==> config.mk <==
export PLATFORM = sky130hd
export DESIGN_NAME = infix_expression_evaluator_unit
export DESIGN_NICKNAME = d
export VERILOG_FILES = /design/src/rtl/iee_pkg.sv /design/src/rtl/iee_divider.sv /design/src/rtl/infix_expression_evaluator_unit.sv
export SDC_FILE = /design/constraint.sdc
export NUM_CORES = 2
export LEC_CHECK = 0
export BUFFER_PORTS_ARGS = -buffer_cell sky130_fd_sc_hd__buf_2
export CAP_MARGIN = 15
export CELL_PAD_IN_SITES_DETAIL_PLACEMENT = 0
export CELL_PAD_IN_SITES_GLOBAL_PLACEMENT = 1
export CORE_AREA = 2 2 281 283
export DETAILED_ROUTE_END_ITERATION = 8
export DIE_AREA = 0 0 283 285
export PLACE_DENSITY_LB_ADDON = 0.1
export SYNTH_ARGS = -nofsm -noshare
export SYNTH_HDL_FRONTEND = slang
export SYNTH_SLANG_ARGS = --single-unit
==> constraint.sdc <==
create_clock -name clock -period 23.4 [get_ports clock]
set_clock_uncertainty 0.2 [all_clocks]
set_input_delay 0 -clock clock [delete_from_list [all_inputs] [get_ports clock]]
set_output_delay 0 -clock clock [all_outputs]
set_load 0.02 [all_outputs]
==> src/rtl/iee_pkg.sv <==
package iee_pkg;

   localparam int unsigned DATA_W   = 32;
   localparam int unsigned DIV_CNT_W = $clog2(DATA_W);

   localparam logic [7:0] CH_NEWLINE = 8'd10;
   localparam logic [7:0] CH_SPACE   = 8'd32;
   localparam logic [7:0] CH_STAR    = 8'd42;
   localparam logic [7:0] CH_PLUS    = 8'd43;
   localparam logic [7:0] CH_MINUS   = 8'd45;
   localparam logic [7:0] CH_SLASH   = 8'd47;
   localparam logic [7:0] CH_ZERO    = 8'd48;
   localparam logic [7:0] CH_NINE    = 8'd57;

   typedef enum logic [1:0] {
      OP_LOAD = 2'd0,
      OP_MUL  = 2'd1,
      OP_DIV  = 2'd2
   } term_op_type;

   typedef enum logic [1:0] {
      ST_OK      = 2'd0,
      ST_INVALID = 2'd1,
      ST_DIVZERO = 2'd2
   } status_type;

   typedef enum logic [2:0] {
      CC_DIGIT,
      CC_SPACE,
      CC_ADDSUB,
      CC_MULDIV,
      CC_NEWLINE,
      CC_INVALID
   } char_class_type;

   typedef enum logic [1:0] {
      CK_SUM,
      CK_TERM,
      CK_END
   } close_kind_type;

   typedef enum logic [2:0] {
      S_IDLE,
      S_DECODE,
      S_CLOSE,
      S_DIVIDE,
      S_APPLY
   } state_type;

   function automatic char_class_type classify(input logic [7:0] c);
      char_class_type cls;
      if (c >= CH_ZERO && c <= CH_NINE) cls = CC_DIGIT;
      else if (c == CH_SPACE) cls = CC_SPACE;
      else if (c == CH_PLUS || c == CH_MINUS) cls = CC_ADDSUB;
      else if (c == CH_STAR || c == CH_SLASH) cls = CC_MULDIV;
      else if (c == CH_NEWLINE) cls = CC_NEWLINE;
      else cls = CC_INVALID;
      return cls;
   endfunction

endpackage

==> src/rtl/iee_divider.sv <==
module iee_divider (
   input  logic                         clock,
   input  logic                         reset,
   input  logic                         start,
   input  logic [iee_pkg::DATA_W-1:0]   dividend,
   input  logic [iee_pkg::DATA_W-1:0]   divisor,
   output logic                         done,
   output logic [iee_pkg::DATA_W-1:0]   quotient
);
   import iee_pkg::*;

   logic                 busy_ff, busy_in;
   logic                 done_ff, done_in;
   logic [DIV_CNT_W-1:0] cnt_ff, cnt_in;
   logic                 neg_ff, neg_in;
   logic [DATA_W-1:0]    rem_ff, rem_in;
   logic [DATA_W-1:0]    quo_ff, quo_in;
   logic [DATA_W-1:0]    div_ff, div_in;
   logic [DATA_W:0]      diff;

   // one restoring step per cycle on magnitudes
   assign diff = {rem_ff, quo_ff[DATA_W-1]} - {1'b0, div_ff};

   always_comb begin
      busy_in = busy_ff;
      done_in = 1'b0;
      cnt_in  = cnt_ff;
      neg_in  = neg_ff;
      rem_in  = rem_ff;
      quo_in  = quo_ff;
      div_in  = div_ff;
      if (start) begin
         busy_in = 1'b1;
         cnt_in  = '0;
         neg_in  = dividend[DATA_W-1] ^ divisor[DATA_W-1];
         rem_in  = '0;
         quo_in  = dividend[DATA_W-1] ? (~dividend + 1'b1) : dividend;
         div_in  = divisor[DATA_W-1] ? (~divisor + 1'b1) : divisor;
      end else if (busy_ff) begin
         rem_in = diff[DATA_W] ? {rem_ff[DATA_W-2:0], quo_ff[DATA_W-1]} : diff[DATA_W-1:0];
         quo_in = {quo_ff[DATA_W-2:0], ~diff[DATA_W]};
         cnt_in = cnt_ff + 1'b1;
         if (cnt_ff == '1) begin
            busy_in = 1'b0;
            done_in = 1'b1;
         end
      end
   end

   always_ff @(posedge clock) begin
      if (reset) begin
         busy_ff <= 1'b0;
         done_ff <= 1'b0;
      end else begin
         busy_ff <= busy_in;
         done_ff <= done_in;
      end
      cnt_ff <= cnt_in;
      neg_ff <= neg_in;
      rem_ff <= rem_in;
      quo_ff <= quo_in;
      div_ff <= div_in;
   end

   assign done     = done_ff;
   assign quotient = neg_ff ? (~quo_ff + 1'b1) : quo_ff;

endmodule

==> src/rtl/infix_expression_evaluator_unit.sv <==
// Channel  Dir  Ports                 Payload
// req      in   req_tvalid/tready     tdata[7:0] char_code, tlast last
// rsp      out  rsp_tvalid/tready     tdata[31:0] value, tuser[1:0] status
//
// A digit, space or invalid character is decoded only; + - * / is also
// closed and applied. Closing a nonzero divisor runs the shared 32-step divider.
// An expression end adds a close and apply (and a divide for a divisor); an
// operator flagged last closes twice. Synchronous active-high reset clears the
// control state, accumulators and output valid. The result waits in an output
// register while the next expression starts; only the next result stalls on it.
module infix_expression_evaluator_unit (
   input  logic                        clock,
   input  logic                        reset,
   input  logic                        req_tvalid,
   output logic                        req_tready,
   input  logic [7:0]                  req_tdata,  // [7:0] char_code
   input  logic                        req_tlast,  // last
   output logic                        rsp_tvalid,
   input  logic                        rsp_tready,
   output logic signed [31:0]          rsp_tdata,  // [31:0] value
   output logic [1:0]                  rsp_tuser   // [1:0] status
);
   import iee_pkg::*;

   state_type         state_ff, state_in;
   close_kind_type    kind_ff, kind_in;
   logic [7:0]        char_ff, char_in;
   logic              end_ff, end_in;
   logic [DATA_W-1:0] sum_ff, sum_in;
   logic [DATA_W-1:0] term_ff, term_in;
   logic [DATA_W-1:0] num_ff, num_in;
   term_op_type       op_ff, op_in;
   logic              sign_ff, sign_in;
   status_type        err_ff, err_in;
   logic [DATA_W-1:0] factor_ff, factor_in;
   logic              rsp_valid_ff, rsp_valid_in;
   logic [DATA_W-1:0] rsp_value_ff, rsp_value_in;
   status_type        rsp_status_ff, rsp_status_in;

   char_class_type    cls;
   logic              out_free;
   logic              div_start;
   logic              div_done;
   logic [DATA_W-1:0] div_quotient;
   logic [DATA_W-1:0] product;
   logic [DATA_W-1:0] total;
   logic [7:0]        digit;

   assign cls      = classify(char_ff);
   assign out_free = !rsp_valid_ff || rsp_tready;
   assign product  = term_ff * num_ff;
   assign total    = sign_ff ? (sum_ff - factor_ff) : (sum_ff + factor_ff);
   assign digit    = char_ff - CH_ZERO;

   iee_divider u_div (
      .clock    (clock),
      .reset    (reset),
      .start    (div_start),
      .dividend (term_ff),
      .divisor  (num_ff),
      .done     (div_done),
      .quotient (div_quotient)
   );

   // next state
   always_comb begin
      state_in = state_ff;
      unique case (state_ff)
         S_IDLE: begin
            if (req_tvalid) state_in = S_DECODE;
         end
         S_DECODE: begin
            if (cls == CC_ADDSUB || cls == CC_MULDIV || end_ff) state_in = S_CLOSE;
            else state_in = S_IDLE;
         end
         S_CLOSE: begin
            if (op_ff == OP_DIV && num_ff != '0) state_in = S_DIVIDE;
            else state_in = S_APPLY;
         end
         S_DIVIDE: begin
            if (div_done) state_in = S_APPLY;
         end
         S_APPLY: begin
            if (kind_ff == CK_END) begin
               if (out_free) state_in = S_IDLE;
            end else begin
               state_in = end_ff ? S_CLOSE : S_IDLE;
            end
         end
         default: state_in = S_IDLE;
      endcase
   end

   // outputs of the sequencer
   always_comb begin
      req_tready = 1'b0;
      div_start  = 1'b0;
      unique case (state_ff)
         S_IDLE:  req_tready = 1'b1;
         S_CLOSE: div_start  = (op_ff == OP_DIV) && (num_ff != '0);
         default: ;
      endcase
   end

   // datapath
   always_comb begin
      kind_in       = kind_ff;
      char_in       = char_ff;
      end_in        = end_ff;
      sum_in        = sum_ff;
      term_in       = term_ff;
      num_in        = num_ff;
      op_in         = op_ff;
      sign_in       = sign_ff;
      err_in        = err_ff;
      factor_in     = factor_ff;
      rsp_valid_in  = rsp_valid_ff && !rsp_tready;
      rsp_value_in  = rsp_value_ff;
      rsp_status_in = rsp_status_ff;
      unique case (state_ff)
         S_IDLE: begin
            char_in = req_tdata;
            end_in  = req_tlast || (req_tdata == CH_NEWLINE);
         end
         S_DECODE: begin
            unique case (cls)
               CC_DIGIT:   num_in = (num_ff << 3) + (num_ff << 1) + {24'd0, digit};
               CC_INVALID: err_in = ST_INVALID;
               default: ;
            endcase
            unique case (cls)
               CC_ADDSUB: kind_in = CK_SUM;
               CC_MULDIV: kind_in = CK_TERM;
               default:   kind_in = CK_END;
            endcase
         end
         S_CLOSE: begin
            unique case (op_ff)
               OP_MUL: factor_in = product;
               OP_DIV: begin
                  factor_in = '0;
                  if (num_ff == '0 && err_ff == ST_OK) err_in = ST_DIVZERO;
               end
               default: factor_in = num_ff;
            endcase
         end
         S_DIVIDE: begin
            if (div_done) factor_in = div_quotient;
         end
         S_APPLY: begin
            unique case (kind_ff)
               CK_SUM: begin
                  sum_in  = total;
                  term_in = '0;
                  op_in   = OP_LOAD;
                  sign_in = (char_ff == CH_MINUS);
                  num_in  = '0;
                  kind_in = CK_END;
               end
               CK_TERM: begin
                  term_in = factor_ff;
                  op_in   = (char_ff == CH_STAR) ? OP_MUL : OP_DIV;
                  num_in  = '0;
                  kind_in = CK_END;
               end
               default: begin
                  // hold until the output register frees up
                  if (out_free) begin
                     rsp_valid_in  = 1'b1;
                     rsp_value_in  = (err_ff == ST_OK) ? total : '0;
                     rsp_status_in = err_ff;
                     sum_in        = '0;
                     term_in       = '0;
                     num_in        = '0;
                     op_in         = OP_LOAD;
                     sign_in       = 1'b0;
                     err_in        = ST_OK;
                  end
               end
            endcase
         end
         default: ;
      endcase
   end

   always_ff @(posedge clock) begin
      if (reset) begin
         state_ff     <= S_IDLE;
         kind_ff      <= CK_END;
         end_ff       <= 1'b0;
         sum_ff       <= '0;
         term_ff      <= '0;
         num_ff       <= '0;
         op_ff        <= OP_LOAD;
         sign_ff      <= 1'b0;
         err_ff       <= ST_OK;
         rsp_valid_ff <= 1'b0;
      end else begin
         state_ff     <= state_in;
         kind_ff      <= kind_in;
         end_ff       <= end_in;
         sum_ff       <= sum_in;
         term_ff      <= term_in;
         num_ff       <= num_in;
         op_ff        <= op_in;
         sign_ff      <= sign_in;
         err_ff       <= err_in;
         rsp_valid_ff <= rsp_valid_in;
      end
      char_ff       <= char_in;
      factor_ff     <= factor_in;
      rsp_value_ff  <= rsp_value_in;
      rsp_status_ff <= rsp_status_in;
   end

   assign rsp_tvalid = rsp_valid_ff;
   assign rsp_tdata  = rsp_value_ff;
   assign rsp_tuser  = rsp_status_ff;

endmodule

* After elaboration in Yosys (flattened, before gate mapping) *
Cells that the tools add are included.

operators by class
  $add $sub $neg = 10
  multipliers = 1
  div/mod/pow operators = 0
  $lt $le $gt $ge = 2
  equal/unequal tests = 30
  shifts and indexed selects = 0
  muxes and demuxes = 51
  bitwise operators = 8
  reduce and logical (&&, ||, !) cells = 34

operators by type and width
  kind                   number
  $mux 32                10
  $pmux 32 s2            5
  $add 32x1->32 const B  3
  $not 32->32            3
  $add 32x32->32         2
  $eq 8x6->1 const B     5
  $sub 33x32->33         1
  $add 32x8->32          1
  $logic_not 32->1       1
  $mul 32x32->32         1
  $reduce_bool 32->1     1
  $sub 32x32->32         1
  $mux 31                1
  $mux 3                 9
  $mux 2                 9
  $eq 8x4->1 const B     2
  $pmux 3 s5             1
  $eq 3x2->1 const B     4
  $ne 2x2->1 const B     6
  $pmux 2 s2             3
  $reduce_and 3->1       4
  $mux 1                 11
  $ge 8x6->1 const B     1
  $le 8x6->1 const B     1
  24 further kinds       50

storage, ports and cells
  bits in registers = 286
  latch bits = 0
  memory bits (writable) = 0
  memory bits (read-only) = 0
  input port bits = 13
  output and inout bits = 36
  word-level logic and storage cells = 158
  memories kept = 0

* Depth between registers and ports, before layout *
  depth after elaboration = 11
  gate-level depth with buffers = 30
  mapped depth without buffers = 28

* Hierarchy *
Synthesis repeated with hierarchy kept, for this count alone.

unflattened totals
  cell total of the unflattened synthesis = 3880
  area, all modules = 34435.5 µm²

by module, submodules not included
  module                           times used  cells each  area each (µm²)  seq. area each (µm²)
  infix_expression_evaluator_unit  1           2990        26805.7          4384.2
  iee_divider                      1           890         7629.8           2732.6

* Worst setup path after synthesis *
OpenSTA, ideal clock, no wires.

  path type = register -> register
  start = register num_ff[8]
  end = register factor_ff[31], data pin
  setup time = 146 ps
  data arrival time = 7065 ps
  required time = 23054 ps
  path slack = 15989 ps
  stages on the path, launching flop included = 29
  buffers on the path = 2
  period minus slack after synthesis = 7411 ps
  path through = dfxtp_1 clkbuf_1 buf_1 nand2_1 fa_1 inv_1 fa_1 fa_1 inv_1 fa_1 inv_1 fa_1 inv_1 fa_1 inv_1 fa_1 inv_1 fa_1 inv_1 ha_1 and3_1 and3_1 nand3_1 a21o_1 a211oi_1 o2111ai_1 and3_1 o31a_1 a21oi_1

on the way
  word-level cells in the longest chain between the ends = 3

RTL lines
  element                 line                                    source
  from (decl)             infix_expression_evaluator_unit.sv:31   logic [DATA_W-1:0] num_ff, num_in;
  from (signal assigned)  infix_expression_evaluator_unit.sv:204  num_ff <= num_in;
  $mul 32x32->32          infix_expression_evaluator_unit.sv:51   assign product = term_ff * num_ff;
  $pmux 32 s2             infix_expression_evaluator_unit.sv:138  unique case (op_ff)
  $pmux 32 s2             infix_expression_evaluator_unit.sv:120  unique case (state_ff)
  net factor_in[31]       infix_expression_evaluator_unit.sv:35   logic [DATA_W-1:0] factor_ff, factor_in;
  to (signal assigned)    infix_expression_evaluator_unit.sv:211  factor_ff <= factor_in;
  to (decl)               infix_expression_evaluator_unit.sv:35

The timed path passes the listed nets, and every way through them passes these cells.
A chain may end at the register's enable or synchronous reset.

* Final worst setup path *
  start = register num_ff[9]
  end = register factor_ff[31], data pin

The elaborated chain is that of the path after synthesis.

==> results.json <==
{
  "min_period_over_period": 0.3504,
  "clk_pin_slew_ns": 0.06,
  "finish.net_count": 4531,
  "worstSetupEndpoint": "factor_ff[31]",
  "seq_area_um2": 7121,
  "multi_input_area_um2": 24730,
  "async_reset_ff_frac": 0,
  "drt-initial-drc-count": 1928,
  "synth_nets": 4572,
  "numPortBuffers": 48,
  "ys_types": 77,
  "remaining_drc_errors": 0,
  "cts_tree": "built",
  "avgSynthCellArea_um2": 8.883,
  "whs_path_depth": 4,
  "clockBufferDepth": 3,
  "core_um2": 77970,
  "grt_max_degree": 72,
  "numCtsBuffers": 38,
  "grt_setup_unrepaired": "no",
  "setup.worst_path.class": "reg2reg",
  "vias_per_cell": 5.459,
  "holdCritPathClass": "in2reg",
  "antenna_found_initial": 4,
  "root_buffer": "clkbuf_16",
  "worstPathArrival_ns": 8.43,
  "boundaryPins": 49,
  "firstDrtPassIters": 5,
  "cpMostUsedCell": "fa_1",
  "hold_violations": 0,
  "critPathLaunchType": "flop",
  "crit_start": "num_ff[9]",
  "grt_usage": 0.2719,
  "r2r_slack_ns": 15.20,
  "path_delay_family": "adder cells",
  "ant_nets": 0,
  "clk_latency_ns": 0.58,
  "drt-wirelength-per-cell_um": 21.93,
  "cp_data_required_time_ns": 23.63,
  "gr-total-overflow": 0,
  "r2r_end": "factor_ff[31]",
  "r2r_start": "num_ff[9]",
  "synth_area_um2": 34570,
  "power_density_nw_per_um2": 37.01,
  "period_minus_slack_ns": 8.198,
  "r2r_cells": 26,
  "max_slew_margin": 0.2743,
  "critical-path-max-stage-delay_ns": 0.83,
  "finalSetupViolCount": 0,
  "worstSetupEndpointType": "flop",
  "cp_num_cells": 26,
  "fin_setup_tns_ns": 0,
  "drv_slew": 0,
  "power_uw": 1382,
  "leakagePower_uw": 0.01702,
  "cp_max_fo": 19,
  "fmax_mhz": 122.0,
  "area_growth_pct": 8.031,
  "synth_seq_cells": 286,
  "ys.flop_type": "dfxtp_1",
  "yosys_warnings": 0,
  "wirelength_mm": 108.2,
  "outcome": "complete, no violations",
  "drive_gt1_frac": 0.05694,
  "grt_pass1_vias": 27715,
  "vias": 26933,
  "slowest_stage": "dfxtp_1",
  "clock_sinks": 286,
  "ys_seq_area_frac": 0.2059,
  "drv_cap": 0,
  "fin_util": 0.4790,
  "dieArea_um2": 80660,
  "crit_buf_inv": 6,
  "place_congestion": 0.8806,
  "rows": 103,
  "htree_levels": 2,
  "grt_pass1_wl_mm": 169.7,
  "synth_cells": 3892,
  "die_y_um": 285,
  "dieWidth_um": 283,
  "dp_hpwl_mm": 80.64,
  "filler_cell_count": 7660,
  "final_common_cell": "inv_1",
  "synth_enable_flop_cells": 139,
  "ir_drop_mv": 0.03891,
  "layout_common_cells": "inv_1 (501), fa_1 (416), nand2_1 (384)",
  "initial_core_util": 0.4434,
  "worstMarginPinSlew_ns": 1.089
}
[where the power goes]
part | switching [µW] | internal (µW)
Sequential | 17.5 | 542
Combinational | 124 | 98.9
Clock | 252 | 347
[kinds of logic after synthesis]
logic type	Yosys count	synth area share
flops	286	0.2059
xor+xnor	282	0.07144
buf+inv	729	0.07984
mux	38	0.01115
fa+ha+maj	667	0.3317
simple gates	1196	0.1738
compound gates	694	0.1262
[cell type report]
type,instances,share of cell area
Clock buffer,54,0.02898
Sequential cell,286,0.1907
Multi-Input combinational cell,2877,0.6622
Inverter,502,0.05045
Timing Repair Buffer,146,0.02821
Antenna cell,3,0.0002010
Clock inverter,16,0.004121
Tap cell,1050,0.03518
[cell usage after synthesis (all sizes together) (23+ instances only)]
| library cell | instances | area (µm²) |
|---|---|---|
| a211oi | 25 | 187.7 |
| a21o | 65 | 488.0 |
| a21oi | 211 | 1056 |
| a22oi | 55 | 412.9 |
| and2 | 313 | 1958 |
| clkbuf | 210 | 788.3 |
| dfxtp | 147 | 2943 |
| edfxtp | 139 | 4174 |
| fa | 416 | 8328 |
| ha | 251 | 3141 |
| inv | 502 | 1884 |
| mux2i | 34 | 340.3 |
| nand2 | 385 | 1445 |
| nand2b | 36 | 225.2 |
| nand3 | 52 | 265.3 |
| nor2 | 221 | 829.6 |
| nor2b | 24 | 150.1 |
| nor3 | 35 | 175.2 |
| o21a | 23 | 172.7 |
| o21ai | 161 | 805.8 |
| o31ai | 33 | 252.7 |
| or3 | 27 | 178.9 |
| xnor2 | 170 | 1489 |
| xor2 | 112 | 980.9 |
[tightest hold or removal path, delay by kind of cell]
| family | cells | cell delay [ns] |
|---|---|---|
| compound gates | 1 | 0.08 |
| buf+inv | 2 | 0.64 |
| simple gates | 1 | 0.17 |
[worst min-delay path by stage]
stage | startpoint | endpoint | slack [ns]
3_3_place_gp | req_tdata[7] | char_ff[7] | 0.003
5_1_grt | rsp_tready | rsp_tvalid | 0.20
6_report | rsp_tready | rsp_tvalid | 0.19
4_1_cts | rsp_tready | rsp_tvalid | 0.15
2_1_floorplan | req_tdata[0] | char_ff[0] | -0.10
3_5_place_dp | req_tdata[3] | char_ff[3] | -0.004
[per-stage QoR]
| step | area (µm²) | hold WS [ns] | worst slack [ns] | instances |
|---|---|---|---|---|
| 5_1_grt | 37340 | 0.1969 | 14.80 | 4931 |
| 4_1_cts | 37310 | 0.1512 | 15.16 | 4930 |
| 3_3_place_gp | 35860 | 0.002581 | 15.21 | 4838 |
| 6_report | 37350 | 0.1859 | 15.20 | 4934 |
| 2_1_floorplan | 34570 | -0.1011 | 15.99 | 3892 |
| 3_5_place_dp | 35860 | -0.003606 | 15.19 | 4838 |
[timing repair]
action                                  CTS  global route
endpoints found under the hold margin    50             0
hold buffers                             22             0
setup buffers                             0             0
gates resized for setup                   0             0
endpoints found under the setup margin    0             0
[flip-flops by register name, summed over array words and instances (netlist names)]
register,flops
factor_ff,32
num_ff,32
rsp_tdata,32
sum_ff,32
term_ff,32
u_div.div_ff,32
u_div.quo_ff,32
u_div.rem_ff,32
char_ff,8
u_div.cnt_ff,5
state_ff,3
err_ff,2
kind_ff,2
op_ff,2
rsp_tuser,2
end_ff,1
rsp_tvalid,1
sign_ff,1
u_div.busy_ff,1
u_div.done,1
u_div.neg_ff,1
[per-layer routing]
layer	vias to the layer above	share of wire	global-route usage
met2	587	0.47	0.4532
met3	123	0.047	0.02912
met5	-	0	0
met4	0	0.026	0.06968
met1	13574	0.46	0.3780
li1	12649	-	-
Note: power is estimated with default switching activity, not from simulation.
